==> src/rtl/core/sepl_pkg.sv <==
`timescale 1ns / 1ps
`default_nettype none
package sepl_pkg;

  localparam int SLOTS_PER_TURN = 180;
  localparam int DUTY_BITS      = 12;

  localparam int FULL_PCT   = 100;
  localparam int Q_FRAC     = 16;
  localparam int DEG_FULL   = 360 << Q_FRAC;
  localparam int FULL_SCALE = FULL_PCT << Q_FRAC;
  localparam int DUTY_MAX   = (1 << DUTY_BITS) - 1;

  localparam int REF_W   = 26;
  localparam int GAIN_W  = 24;
  localparam int DEB_W   = 16;
  localparam int TIME_W  = 32;
  localparam int ANG_W   = 25;
  localparam int ERR_W   = 32;
  localparam int SLOT_W  = 8;
  localparam int REM_W   = SLOT_W + 1;
  localparam int STEP_Q  = DEG_FULL / SLOTS_PER_TURN;
  localparam int STEP_R  = DEG_FULL % SLOTS_PER_TURN;

  localparam int MUL_A_W = 27;
  localparam int MUL_B_W = 33;
  localparam int PROD_W  = MUL_A_W + MUL_B_W;
  localparam int ACC_W   = PROD_W - Q_FRAC;
  localparam int SUM_W   = ERR_W + 2;
  localparam int CLAMP_W = $clog2(FULL_SCALE + 1);

  // floor(y / 100) = (y * RECIP) >> RECIP_SH, exact for y below 2^30
  localparam int      RECIP_SH = 32;
  localparam longint  RECIP    = ((longint'(1) <<< RECIP_SH) + FULL_PCT - 1) / FULL_PCT;

  localparam int CFG_IDX_W = 3;
  localparam int CFG_W     = 32;

  localparam int IN_RAW_W    = 1 + TIME_W;
  localparam int IN_TDATA_W  = ((IN_RAW_W + 7) / 8) * 8;
  localparam int OUT_RAW_W   = DUTY_BITS + ANG_W + ERR_W + ERR_W;
  localparam int OUT_TDATA_W = ((OUT_RAW_W + 7) / 8) * 8;

  localparam int PC_W = 4;

  typedef enum logic [CFG_IDX_W-1:0] {
    REG_REF_ANGLE,
    REG_GAIN_P,
    REG_GAIN_I,
    REG_GAIN_D,
    REG_FILTER_COEF,
    REG_MIN_GAP_US,
    REG_COUNT_FALLING
  } cfg_reg_t;

  typedef enum logic [2:0] {MA_GP, MA_GI, MA_GD, MA_FC, MA_DMAX, MA_RECIP} mula_sel_t;
  typedef enum logic [2:0] {MB_ERR, MB_PREV, MB_DER, MB_CTRL, MB_Y} mulb_sel_t;
  typedef enum logic [2:0] {ACC_NOP, ACC_Q, ACC_QINT, ACC_QDER, ACC_SUBQ} acc_op_t;
  typedef enum logic [1:0] {WR_NONE, WR_UP, WR_UI, WR_UD} wr_op_t;
  typedef enum logic {BR_NEXT, BR_END} br_t;

  typedef struct packed {
    logic      mul_en;
    mula_sel_t mula;
    mulb_sel_t mulb;
    acc_op_t   acc;
    wr_op_t    wr;
    logic      err_ld;
    logic      ctrl_ld;
    logic      out_ld;
    br_t       br;
  } uword_t;

  localparam uword_t UC_NOP = '{
    mul_en: 1'b0, mula: MA_GP, mulb: MB_ERR, acc: ACC_NOP, wr: WR_NONE,
    err_ld: 1'b0, ctrl_ld: 1'b0, out_ld: 1'b0, br: BR_NEXT
  };

  localparam logic [PC_W-1:0] ST_ERR    = 4'd0;
  localparam logic [PC_W-1:0] ST_MP     = 4'd1;
  localparam logic [PC_W-1:0] ST_MI     = 4'd2;
  localparam logic [PC_W-1:0] ST_MDE    = 4'd3;
  localparam logic [PC_W-1:0] ST_MDP    = 4'd4;
  localparam logic [PC_W-1:0] ST_MFC    = 4'd5;
  localparam logic [PC_W-1:0] ST_SUBFC  = 4'd6;
  localparam logic [PC_W-1:0] ST_WRD    = 4'd7;
  localparam logic [PC_W-1:0] ST_CTRL   = 4'd8;
  localparam logic [PC_W-1:0] ST_MDUTY  = 4'd9;
  localparam logic [PC_W-1:0] ST_MRECIP = 4'd10;
  localparam logic [PC_W-1:0] ST_OUT    = 4'd11;

  function automatic logic signed [ERR_W-1:0] sat32(input logic signed [ACC_W-1:0] x);
    logic fits;
    fits = (&x[ACC_W-1:ERR_W-1]) | ~(|x[ACC_W-1:ERR_W-1]);
    if (fits) begin
      return x[ERR_W-1:0];
    end else if (x[ACC_W-1]) begin
      return {1'b1, {(ERR_W-1){1'b0}}};
    end else begin
      return {1'b0, {(ERR_W-1){1'b1}}};
    end
  endfunction

  function automatic uword_t ucode(input logic [PC_W-1:0] pc);
    uword_t w;
    w = UC_NOP;
    unique case (pc)
      ST_ERR: begin
        w.err_ld = 1'b1;
      end
      ST_MP: begin
        w.mul_en = 1'b1; w.mula = MA_GP; w.mulb = MB_ERR;
      end
      ST_MI: begin
        w.mul_en = 1'b1; w.mula = MA_GI; w.mulb = MB_PREV; w.acc = ACC_Q;
      end
      ST_MDE: begin
        w.mul_en = 1'b1; w.mula = MA_GD; w.mulb = MB_ERR;
        w.acc = ACC_QINT; w.wr = WR_UP;
      end
      ST_MDP: begin
        w.mul_en = 1'b1; w.mula = MA_GD; w.mulb = MB_PREV;
        w.acc = ACC_QDER; w.wr = WR_UI;
      end
      ST_MFC: begin
        w.mul_en = 1'b1; w.mula = MA_FC; w.mulb = MB_DER; w.acc = ACC_SUBQ;
      end
      ST_SUBFC: begin
        w.acc = ACC_SUBQ;
      end
      ST_WRD: begin
        w.wr = WR_UD;
      end
      ST_CTRL: begin
        w.ctrl_ld = 1'b1;
      end
      ST_MDUTY: begin
        w.mul_en = 1'b1; w.mula = MA_DMAX; w.mulb = MB_CTRL;
      end
      ST_MRECIP: begin
        w.mul_en = 1'b1; w.mula = MA_RECIP; w.mulb = MB_Y;
      end
      ST_OUT: begin
        w.out_ld = 1'b1; w.br = BR_END;
      end
      default: begin
        w.br = BR_END;
      end
    endcase
    return w;
  endfunction

endpackage
`default_nettype wire

==> src/rtl/core/sepl_enc.sv <==
`timescale 1ns / 1ps
`default_nettype none
module sepl_enc (
  input  wire logic                               clk,
  input  wire logic                               rst_n,
  input  wire logic                               sample_en,
  input  wire logic                               pin_level,
  input  wire logic [sepl_pkg::TIME_W-1:0]        time_us,
  input  wire logic [sepl_pkg::DEB_W-1:0]         min_gap_us,
  input  wire logic                               count_falling,
  output logic      [sepl_pkg::ANG_W-1:0]         slot_angle
);

  logic                            last_pin_r, last_pin_nxt;
  logic [sepl_pkg::TIME_W-1:0]     last_edge_r, last_edge_nxt;
  logic [sepl_pkg::SLOT_W-1:0]     slot_r, slot_nxt;
  logic [sepl_pkg::ANG_W-1:0]      ang_q_r, ang_q_nxt;
  logic [sepl_pkg::SLOT_W-1:0]     ang_rem_r, ang_rem_nxt;
  logic [sepl_pkg::TIME_W-1:0]     elapsed;
  logic [sepl_pkg::REM_W-1:0]      rem_sum;
  logic                            count_edge;

  assign elapsed = time_us - last_edge_r;
  assign rem_sum = {1'b0, ang_rem_r} + sepl_pkg::REM_W'(sepl_pkg::STEP_R);
  assign count_edge = sample_en && (pin_level != last_pin_r) && (last_pin_r == count_falling)
                      && (elapsed >= sepl_pkg::TIME_W'(min_gap_us));

  always_comb begin
    last_pin_nxt  = last_pin_r;
    last_edge_nxt = last_edge_r;
    slot_nxt      = slot_r;
    ang_q_nxt     = ang_q_r;
    ang_rem_nxt   = ang_rem_r;
    if (sample_en) begin
      last_pin_nxt = pin_level;
    end
    if (count_edge) begin
      last_edge_nxt = time_us;
      if (slot_r == sepl_pkg::SLOT_W'(sepl_pkg::SLOTS_PER_TURN - 1)) begin
        slot_nxt    = '0;
        ang_q_nxt   = '0;
        ang_rem_nxt = '0;
      end else begin
        slot_nxt = slot_r + 1'b1;
        if (rem_sum >= sepl_pkg::REM_W'(sepl_pkg::SLOTS_PER_TURN)) begin
          ang_rem_nxt = sepl_pkg::SLOT_W'(rem_sum - sepl_pkg::REM_W'(sepl_pkg::SLOTS_PER_TURN));
          ang_q_nxt   = ang_q_r + sepl_pkg::ANG_W'(sepl_pkg::STEP_Q + 1);
        end else begin
          ang_rem_nxt = rem_sum[sepl_pkg::SLOT_W-1:0];
          ang_q_nxt   = ang_q_r + sepl_pkg::ANG_W'(sepl_pkg::STEP_Q);
        end
      end
    end
  end

  always_ff @(posedge clk) begin
    if (!rst_n) begin
      last_pin_r  <= 1'b1;
      last_edge_r <= '0;
      slot_r      <= '0;
      ang_q_r     <= '0;
      ang_rem_r   <= '0;
    end else begin
      last_pin_r  <= last_pin_nxt;
      last_edge_r <= last_edge_nxt;
      slot_r      <= slot_nxt;
      ang_q_r     <= ang_q_nxt;
      ang_rem_r   <= ang_rem_nxt;
    end
  end

  assign slot_angle = ang_q_r;

endmodule
`default_nettype wire

==> src/rtl/core/sepl_seq.sv <==
`timescale 1ns / 1ps
`default_nettype none
module sepl_seq (
  input  wire logic             clk,
  input  wire logic             rst_n,
  input  wire logic             start,
  input  wire logic             out_hold,
  output logic                  busy,
  output sepl_pkg::uword_t      uc
);

  logic                      busy_r, busy_nxt;
  logic [sepl_pkg::PC_W-1:0] pc_r, pc_nxt;
  sepl_pkg::uword_t          word;
  logic                      at_end;

  assign word   = sepl_pkg::ucode(pc_r);
  assign at_end = (word.br == sepl_pkg::BR_END);

  always_comb begin
    busy_nxt = busy_r;
    pc_nxt   = pc_r;
    if (!busy_r) begin
      if (start) begin
        busy_nxt = 1'b1;
        pc_nxt   = sepl_pkg::ST_ERR;
      end
    end else if (at_end) begin
      if (!out_hold) begin
        busy_nxt = 1'b0;
      end
    end else begin
      pc_nxt = pc_r + 1'b1;
    end
  end

  always_comb begin
    uc = sepl_pkg::UC_NOP;
    if (busy_r) begin
      uc = word;
      if (at_end && out_hold) begin
        uc.out_ld = 1'b0;
      end
    end
  end

  always_ff @(posedge clk) begin
    if (!rst_n) begin
      busy_r <= 1'b0;
      pc_r   <= '0;
    end else begin
      busy_r <= busy_nxt;
      pc_r   <= pc_nxt;
    end
  end

  assign busy = busy_r;

endmodule
`default_nettype wire

==> src/rtl/core/sepl_dp.sv <==
`timescale 1ns / 1ps
`default_nettype none
module sepl_dp (
  input  wire logic                                     clk,
  input  wire logic                                     rst_n,
  input  wire sepl_pkg::uword_t                         uc,
  input  wire logic signed [sepl_pkg::REF_W-1:0]        ref_angle,
  input  wire logic signed [sepl_pkg::GAIN_W-1:0]       gain_p,
  input  wire logic signed [sepl_pkg::GAIN_W-1:0]       gain_i,
  input  wire logic signed [sepl_pkg::GAIN_W-1:0]       gain_d,
  input  wire logic signed [sepl_pkg::GAIN_W-1:0]       filter_coef,
  input  wire logic        [sepl_pkg::ANG_W-1:0]        slot_angle,
  input  wire logic                                     out_tready,
  output logic                                          out_tvalid,
  output logic             [sepl_pkg::OUT_TDATA_W-1:0]  out_tdata,
  output logic                                          out_hold
);

  logic        [sepl_pkg::ANG_W-1:0]     held_r;
  logic signed [sepl_pkg::ERR_W-1:0]     err_r;
  logic signed [sepl_pkg::ERR_W-1:0]     prev_r;
  logic signed [sepl_pkg::ERR_W-1:0]     int_r;
  logic signed [sepl_pkg::ERR_W-1:0]     der_r;
  logic signed [sepl_pkg::ERR_W-1:0]     ctrl_r;
  logic signed [sepl_pkg::ACC_W-1:0]     acc_r, acc_nxt;
  logic signed [sepl_pkg::SUM_W-1:0]     sum_r;
  logic signed [sepl_pkg::PROD_W-1:0]    prod_r, prod_nxt;
  logic signed [sepl_pkg::MUL_A_W-1:0]   mula_v;
  logic signed [sepl_pkg::MUL_B_W-1:0]   mulb_v;
  logic signed [sepl_pkg::ACC_W-1:0]     q_v;
  logic signed [sepl_pkg::ERR_W-1:0]     sat_acc;
  logic        [sepl_pkg::CLAMP_W-1:0]   clamp_v;
  logic                                  out_valid_r;
  logic        [sepl_pkg::DUTY_BITS-1:0] out_duty_r;
  logic        [sepl_pkg::ANG_W-1:0]     out_ang_r;
  logic        [sepl_pkg::ERR_W-1:0]     out_err_r;
  logic        [sepl_pkg::ERR_W-1:0]     out_ctrl_r;

  assign q_v     = prod_r[sepl_pkg::PROD_W-1:sepl_pkg::Q_FRAC];
  assign sat_acc = sepl_pkg::sat32(acc_r);

  always_comb begin
    if (ctrl_r[sepl_pkg::ERR_W-1]) begin
      clamp_v = '0;
    end else if (ctrl_r[sepl_pkg::ERR_W-2:0] >
                 (sepl_pkg::ERR_W-1)'(sepl_pkg::FULL_SCALE)) begin
      clamp_v = sepl_pkg::CLAMP_W'(sepl_pkg::FULL_SCALE);
    end else begin
      clamp_v = ctrl_r[sepl_pkg::CLAMP_W-1:0];
    end
  end

  always_comb begin
    unique case (uc.mula)
      sepl_pkg::MA_GP:    mula_v = sepl_pkg::MUL_A_W'(gain_p);
      sepl_pkg::MA_GI:    mula_v = sepl_pkg::MUL_A_W'(gain_i);
      sepl_pkg::MA_GD:    mula_v = sepl_pkg::MUL_A_W'(gain_d);
      sepl_pkg::MA_FC:    mula_v = sepl_pkg::MUL_A_W'(filter_coef);
      sepl_pkg::MA_DMAX:  mula_v = sepl_pkg::MUL_A_W'(sepl_pkg::DUTY_MAX);
      sepl_pkg::MA_RECIP: mula_v = sepl_pkg::MUL_A_W'(sepl_pkg::RECIP);
      default:            mula_v = '0;
    endcase
  end

  always_comb begin
    unique case (uc.mulb)
      sepl_pkg::MB_ERR:  mulb_v = sepl_pkg::MUL_B_W'(err_r);
      sepl_pkg::MB_PREV: mulb_v = sepl_pkg::MUL_B_W'(prev_r);
      sepl_pkg::MB_DER:  mulb_v = sepl_pkg::MUL_B_W'(der_r);
      sepl_pkg::MB_CTRL: mulb_v = sepl_pkg::MUL_B_W'(clamp_v);
      sepl_pkg::MB_Y:    mulb_v = prod_r[sepl_pkg::Q_FRAC +: sepl_pkg::MUL_B_W];
      default:           mulb_v = '0;
    endcase
  end

  assign prod_nxt = sepl_pkg::PROD_W'(mula_v) * sepl_pkg::PROD_W'(mulb_v);

  always_comb begin
    unique case (uc.acc)
      sepl_pkg::ACC_NOP:  acc_nxt = acc_r;
      sepl_pkg::ACC_Q:    acc_nxt = q_v;
      sepl_pkg::ACC_QINT: acc_nxt = q_v + sepl_pkg::ACC_W'(int_r);
      sepl_pkg::ACC_QDER: acc_nxt = q_v + sepl_pkg::ACC_W'(der_r);
      sepl_pkg::ACC_SUBQ: acc_nxt = acc_r - q_v;
      default:            acc_nxt = acc_r;
    endcase
  end

  always_ff @(posedge clk) begin
    if (uc.mul_en) begin
      prod_r <= prod_nxt;
    end
    acc_r <= acc_nxt;
    unique case (uc.wr)
      sepl_pkg::WR_NONE: sum_r <= sum_r;
      sepl_pkg::WR_UP:   sum_r <= sepl_pkg::SUM_W'(sat_acc);
      sepl_pkg::WR_UI,
      sepl_pkg::WR_UD:   sum_r <= sum_r + sepl_pkg::SUM_W'(sat_acc);
      default:           sum_r <= sum_r;
    endcase
  end

  always_ff @(posedge clk) begin
    if (!rst_n) begin
      held_r <= '0;
      err_r  <= '0;
      prev_r <= '0;
      int_r  <= '0;
      der_r  <= '0;
      ctrl_r <= '0;
    end else begin
      if (uc.err_ld) begin
        err_r  <= sepl_pkg::ERR_W'(ref_angle) - sepl_pkg::ERR_W'(held_r);
        held_r <= slot_angle;
      end
      if (uc.wr == sepl_pkg::WR_UI) begin
        int_r <= sat_acc;
      end
      if (uc.wr == sepl_pkg::WR_UD) begin
        der_r <= sat_acc;
      end
      if (uc.ctrl_ld) begin
        ctrl_r <= sepl_pkg::sat32(sepl_pkg::ACC_W'(sum_r));
        prev_r <= err_r;
      end
    end
  end

  always_ff @(posedge clk) begin
    if (!rst_n) begin
      out_valid_r <= 1'b0;
    end else if (uc.out_ld) begin
      out_valid_r <= 1'b1;
    end else if (out_tready) begin
      out_valid_r <= 1'b0;
    end
  end

  always_ff @(posedge clk) begin
    if (uc.out_ld) begin
      out_duty_r <= prod_r[sepl_pkg::RECIP_SH +: sepl_pkg::DUTY_BITS];
      out_ang_r  <= held_r;
      out_err_r  <= err_r;
      out_ctrl_r <= ctrl_r;
    end
  end

  assign out_tvalid = out_valid_r;
  assign out_hold   = out_valid_r && !out_tready;
  assign out_tdata  = sepl_pkg::OUT_TDATA_W'({out_ctrl_r, out_err_r, out_ang_r, out_duty_r});

endmodule
`default_nettype wire

==> src/rtl/core/slot_encoder_pid_pwm_loop.sv <==
`timescale 1ns / 1ps
`default_nettype none
// channel  dir  handshake                 payload
// in       in   in_tvalid / in_tready     tuser: op; tdata: pin_level, time_us
// out      out  out_tvalid / out_tready   tdata: pwm_duty, angle, error, control_raw
// cfg      in   cfg_valid / cfg_ready     cfg_index, cfg_data
//
// A pin sample leaves in_tready high, so the next item can be taken right after it.
// A control tick runs a 12-step microprogram around one shared multiplier,
// so the next item is accepted only once the program has run to its end.
// The last step holds while the previous result still waits at the output.
// Synchronous active-low reset; no clearing pass. cfg_ready stays high.
module slot_encoder_pid_pwm_loop (
  input  wire logic                                   clk,
  input  wire logic                                   rst_n,
  input  wire logic                                   in_tvalid,
  output logic                                        in_tready,
  input  wire logic [sepl_pkg::IN_TDATA_W-1:0]        in_tdata,  // pin_level, time_us
  input  wire logic                                   in_tuser,  // op
  output logic                                        out_tvalid,
  input  wire logic                                   out_tready,
  // pwm_duty, angle, error, control_raw
  output logic      [sepl_pkg::OUT_TDATA_W-1:0]       out_tdata,
  input  wire logic                                   cfg_valid,
  output logic                                        cfg_ready,
  input  wire logic [sepl_pkg::CFG_IDX_W-1:0]         cfg_index,
  input  wire logic [sepl_pkg::CFG_W-1:0]             cfg_data
);

  logic signed [sepl_pkg::REF_W-1:0]  ref_angle_r;
  logic signed [sepl_pkg::GAIN_W-1:0] gain_p_r;
  logic signed [sepl_pkg::GAIN_W-1:0] gain_i_r;
  logic signed [sepl_pkg::GAIN_W-1:0] gain_d_r;
  logic signed [sepl_pkg::GAIN_W-1:0] filter_coef_r;
  logic        [sepl_pkg::DEB_W-1:0]  min_gap_us_r;
  logic                               count_falling_r;

  logic                               in_fire;
  logic                               busy;
  logic                               out_hold;
  logic        [sepl_pkg::ANG_W-1:0]  slot_angle;
  sepl_pkg::uword_t                   uc;

  assign cfg_ready = 1'b1;
  assign in_tready = !busy;
  assign in_fire   = in_tvalid && in_tready;

  always_ff @(posedge clk) begin
    if (!rst_n) begin
      ref_angle_r     <= sepl_pkg::REF_W'(1966080);
      gain_p_r        <= sepl_pkg::GAIN_W'(32768);
      gain_i_r        <= sepl_pkg::GAIN_W'(66);
      gain_d_r        <= sepl_pkg::GAIN_W'(32768);
      filter_coef_r   <= sepl_pkg::GAIN_W'(6554);
      min_gap_us_r    <= sepl_pkg::DEB_W'(800);
      count_falling_r <= 1'b1;
    end else if (cfg_valid && cfg_ready) begin
      unique case (sepl_pkg::cfg_reg_t'(cfg_index))
        sepl_pkg::REG_REF_ANGLE:     ref_angle_r     <= cfg_data[sepl_pkg::REF_W-1:0];
        sepl_pkg::REG_GAIN_P:        gain_p_r        <= cfg_data[sepl_pkg::GAIN_W-1:0];
        sepl_pkg::REG_GAIN_I:        gain_i_r        <= cfg_data[sepl_pkg::GAIN_W-1:0];
        sepl_pkg::REG_GAIN_D:        gain_d_r        <= cfg_data[sepl_pkg::GAIN_W-1:0];
        sepl_pkg::REG_FILTER_COEF:   filter_coef_r   <= cfg_data[sepl_pkg::GAIN_W-1:0];
        sepl_pkg::REG_MIN_GAP_US:    min_gap_us_r    <= cfg_data[sepl_pkg::DEB_W-1:0];
        sepl_pkg::REG_COUNT_FALLING: count_falling_r <= cfg_data[0];
        default: ;
      endcase
    end
  end

  sepl_enc u_enc (
    .clk           (clk),
    .rst_n         (rst_n),
    .sample_en     (in_fire && !in_tuser),
    .pin_level     (in_tdata[0]),
    .time_us       (in_tdata[sepl_pkg::TIME_W:1]),
    .min_gap_us    (min_gap_us_r),
    .count_falling (count_falling_r),
    .slot_angle    (slot_angle)
  );

  sepl_seq u_seq (
    .clk      (clk),
    .rst_n    (rst_n),
    .start    (in_fire && in_tuser),
    .out_hold (out_hold),
    .busy     (busy),
    .uc       (uc)
  );

  sepl_dp u_dp (
    .clk         (clk),
    .rst_n       (rst_n),
    .uc          (uc),
    .ref_angle   (ref_angle_r),
    .gain_p      (gain_p_r),
    .gain_i      (gain_i_r),
    .gain_d      (gain_d_r),
    .filter_coef (filter_coef_r),
    .slot_angle  (slot_angle),
    .out_tready  (out_tready),
    .out_tvalid  (out_tvalid),
    .out_tdata   (out_tdata),
    .out_hold    (out_hold)
  );

endmodule
`default_nettype wire
==> config.mk <==
export PLATFORM = sky130hd
export DESIGN_NAME = slot_encoder_pid_pwm_loop
export DESIGN_NICKNAME = d
export VERILOG_FILES = /design/src/rtl/core/sepl_pkg.sv /design/src/rtl/core/sepl_enc.sv /design/src/rtl/core/sepl_seq.sv /design/src/rtl/core/sepl_dp.sv /design/src/rtl/core/slot_encoder_pid_pwm_loop.sv
export SDC_FILE = /design/constraint.sdc
export NUM_CORES = 2
export LEC_CHECK = 0
export ABC_CLOCK_PERIOD_IN_PS = 13800
export CAP_MARGIN = 20
export CORE_MARGIN = 2
export CORE_UTILIZATION = 31
export CTS_CLUSTER_DIAMETER = 200
export DETAILED_ROUTE_END_ITERATION = 16
export DONT_BUFFER_PORTS = 1
export PLACE_DENSITY_LB_ADDON = 0.2
export REMOVE_ABC_BUFFERS = 1
export SLEW_MARGIN = 20
export SYNTH_ARGS = -nofsm -noshare
export SYNTH_HDL_FRONTEND = slang
export SYNTH_SLANG_ARGS = --single-unit
==> constraint.sdc <==
create_clock -name clk -period 13.8 [get_ports clk]
set_input_delay 2.07 -clock clk [delete_from_list [all_inputs] [get_ports clk]]
set_output_delay 2.07 -clock clk [all_outputs]
set_load 0.01 [all_outputs]
==> impl_metrics.json <==
{
  "clockBufferDepth": 3,
  "grt_start_max_net_pins": 186,
  "status": "complete, no violations",
  "p_leak_nw": 30.7,
  "synthTopCellsByCount": "inv_1 (1315), nand2_1 (1256), fa_1 (906)",
  "synth.top_cell.area_share_pct": 28.1,
  "grt_util_all_layers_pct": 21.6,
  "cts_root_buf": "clkbuf_16",
  "drtIter0Drc": 3819,
  "setup_viol": 0,
  "rows": 167,
  "crit_fanout": 25,
  "synthToLayoutAreaGrowth_pct": 8.71,
  "crit_type": "reg -> reg",
  "timing.max_cap.violations": 0,
  "fin_tns_setup_ns": 0,
  "drt-vias-per-instance": 5.09,
  "maxSlewViolCount": 0,
  "min_period_ns": 11.87,
  "seqCellArea_um2": 14400,
  "die_h_um": 460,
  "power_density_nw_per_um2": 64.5,
  "dr.pass1.iters": 6,
  "ir_drop_uv": 87.6,
  "critPathLaunchType": "register",
  "antenna_found_initial": 3,
  "ant_nets": 0,
  "final_util_pct": 33.9,
  "critical_path.slowest_cell": "a21o_1",
  "cpMostUsedCell": "fa_1",
  "switching_share_pct": 29.0,
  "final_nets": 8711,
  "slew_headroom_pct": 19.8,
  "cts_resized": 0,
  "numClockSinks": 610,
  "fmax_mhz": 84.2,
  "syn_area_per_cell_um2": 8.59,
  "rrSetupSlack_ns": 1.93,
  "syn_area_um2": 64400,
  "cp-startpoint": "u_seq.pc_r[0]",
  "worstSkewPairLatency_ns": 0.68,
  "pwr-share-comb_pct": 15.1,
  "fin_skew_ns": 0.0385,
  "cts_buffers": 70,
  "worstPathRequired_ns": 14.32,
  "dp_hpwl_mm": 173,
  "fillers": 21512,
  "p_sw_w": 0.00131,
  "start_util_pct": 31.2,
  "boundaryPins": 188,
  "ys.flop_type": "dfxtp_1",
  "rsz0062_at_grt": "no",
  "cts_tree": "yes",
  "grt_overflow": 0,
  "coreArea_um2": 207000,
  "arrival_ns": 12.39,
  "place_inst": 9980,
  "grt_pass1_vias": 52162,
  "fp.dieW_um": 460,
  "rr_startpoint": "u_seq.pc_r[0]",
  "drt-total-wl_mm": 229,
  "yosys-top-cells-area": "fa_1 (28%), dfxtp_1 (12%), edfxtp_1 (10%), inv_1 (7.7%), nand2_1 (7.3%)",
  "gp_congestion": 0.924,
  "wire_per_inst_um": 22.6,
  "hold_buffers": 0,
  "max_stage_delay_ns": 0.88,
  "path_buf_inv": 7,
  "tightest_slew_ns": 1.20,
  "stdcell_count": 10108,
  "post_cts_buffers": 0,
  "period_share_pct": 86.0,
  "hold_viol": 0,
  "die-area_um2": 212000,
  "clk_pin_slew_ns": 0.07,
  "portBuffers": 0,
  "synthArstFlopShare_pct": 0,
  "drive_gt1_share_pct": 4.93,
  "route.vias.total": 51446,
  "crit_family": "adder cells",
  "synth.most_common_cell": "inv_1",
  "num_antenna_cells": 0,
  "endpoint_kind": "register",
  "clkPwrFrac_pct": 42.6,
  "synth.ff_latch_count": 610,
  "synthCells": 7498,
  "hp-start": "gain_i_r[12]",
  "yosysWarnings": 0,
  "synth_top_area_cell": "fa_1",
  "cts.htree.levels": 3,
  "synth-edff-count": 218,
  "hp-class": "reg -> reg",
  "p_int_w": 0.00321,
  "grt_pass1_wl_mm": 343,
  "netlist-cell-type-count": 87,
  "multiInputGateArea_um2": 44000,
  "post-route-drc-count": 0,
  "p_seq_share_pct": 42.2,
  "seq_area_frac_synth_pct": 22.3
}
-- placed cells by master, fill, tap and decap left out, types with 12 or more instances in the layout --
master        n
a211oi_1     86
a21o_1      144
a21oi_1     516
a221o_1      21
a221oi_1     33
a22oi_1      24
a31oi_1      38
and2_1       70
and3_1       40
buf_4       136
clkbuf_1     17
clkbuf_16    70
dfxtp_1     392
edfxtp_1    218
fa_1        906
ha_1        375
inv_1      1314
mux2_2       34
mux2i_1      42
nand2_1    1253
nand2b_1     35
nand3_1     108
nand4_1      36
nor2_1      541
nor2b_1      32
nor3_1       35
o211ai_1     20
o21a_1       40
o21ai_0     238
o21ai_1      21
o21bai_1     34
o221ai_1     19
o22ai_1      15
o31ai_1      15
or3_1        29
or3b_2       12
xnor2_1      99
xor2_1       92
-- worst paths after layout --
kind	depth (start not counted)	endpoint
min reg2reg	2	gain_i_r[12]
max	35	u_dp.prod_r[57]
min	2	gain_i_r[12]
max reg2reg	35	u_dp.prod_r[57]
-- power by group through the flow --
stage	sequential (W)	clock, W	combinational (W)
5_1_grt	0.00191	0.00204	0.000753
3_3_place_gp	0.00195	0	0.000675
3_5_place_dp	0.00195	0	0.000678
6_report	0.00191	0.00193	0.000684
4_1_cts	0.00191	0.00198	0.000684
2_1_floorplan	0.00193	0	0.000433
-- through the flow --
stage / area, um2 / setup WS, ns / total power [W] / hold WS [ns]
2_1_floorplan: 63000 / 0.501 / 0.00236 / 0.430
3_3_place_gp: 67700 / 2.18 / 0.00262 / 0.440
4_1_cts: 70000 / 2.01 / 0.00457 / 0.455
6_report: 70100 / 1.93 / 0.00452 / 0.453
5_1_grt: 70100 / 1.36 / 0.00470 / 0.464
3_5_place_dp: 67800 / 2.11 / 0.00263 / 0.447
-- tightest hold or removal path, delay by kind of cell (launching register included) --
family	cells	cell delay (ns)
simple gates	1	0.05
compound gates	1	0.05
flops	1	0.30
-- logic make-up (layout without fill, tap and decap cells) --
group | count (synthesis) | in the layout | synth area share, %
AOI/OAI and AO/OA | 1393 | 1393 | 13.5
buffers and inverters | 1676 | 1580 | 9.93
xor gates and xnor gates | 191 | 191 | 2.60
muxes | 76 | 76 | 1.25
adders and majority gates | 1281 | 1281 | 35.4
and+or+nand+nor | 2269 | 2269 | 14.9
other | 2 | 4 | 0.0117
DFF | 610 | 610 | 22.3
-- layout make-up --
cell class / count / share of cell area (%)
multi-input combinational: 5214 / 62.8
sequential: 610 / 20.5
inverter: 1315 / 7.06
tap: 2704 / 4.83
clock buffer: 96 / 2.77
timing repair buffer: 138 / 1.51
clock inverter: 31 / 0.491
-- per-layer routing --
layer / global-route usage [%] / vias to the layer above / share of wire (%)
met2: 34.4 / 1420 / 45
met1: 29.4 / 26003 / 45
met5: 0 / - / 0
met4: 8.72 / 0 / 4.5
met3: 3.08 / 326 / 5.6
li1: - / 23697 / -
-- registers in the layout, summed over array words and instances (netlist names), 16 cells and up --
name / cells
u_dp.sum_r: 34
u_dp.der_r: 32
gain_i_r: 24
ref_angle_r: 26
u_dp.prev_r: 27
u_dp.prod_r: 44
u_dp.ctrl_r: 32
u_dp.int_r: 32
min_gap_us_r: 16
filter_coef_r: 24
u_enc.last_edge_r: 32
u_dp.out_err_r: 27
u_dp.err_r: 27
u_dp.held_r: 25
u_enc.slot_angle: 25
gain_d_r: 24
u_dp.out_ang_r: 25
u_dp.acc_r: 44
gain_p_r: 24
u_dp.out_ctrl_r: 32
Note: power is estimated with default switching activity, not from simulation.
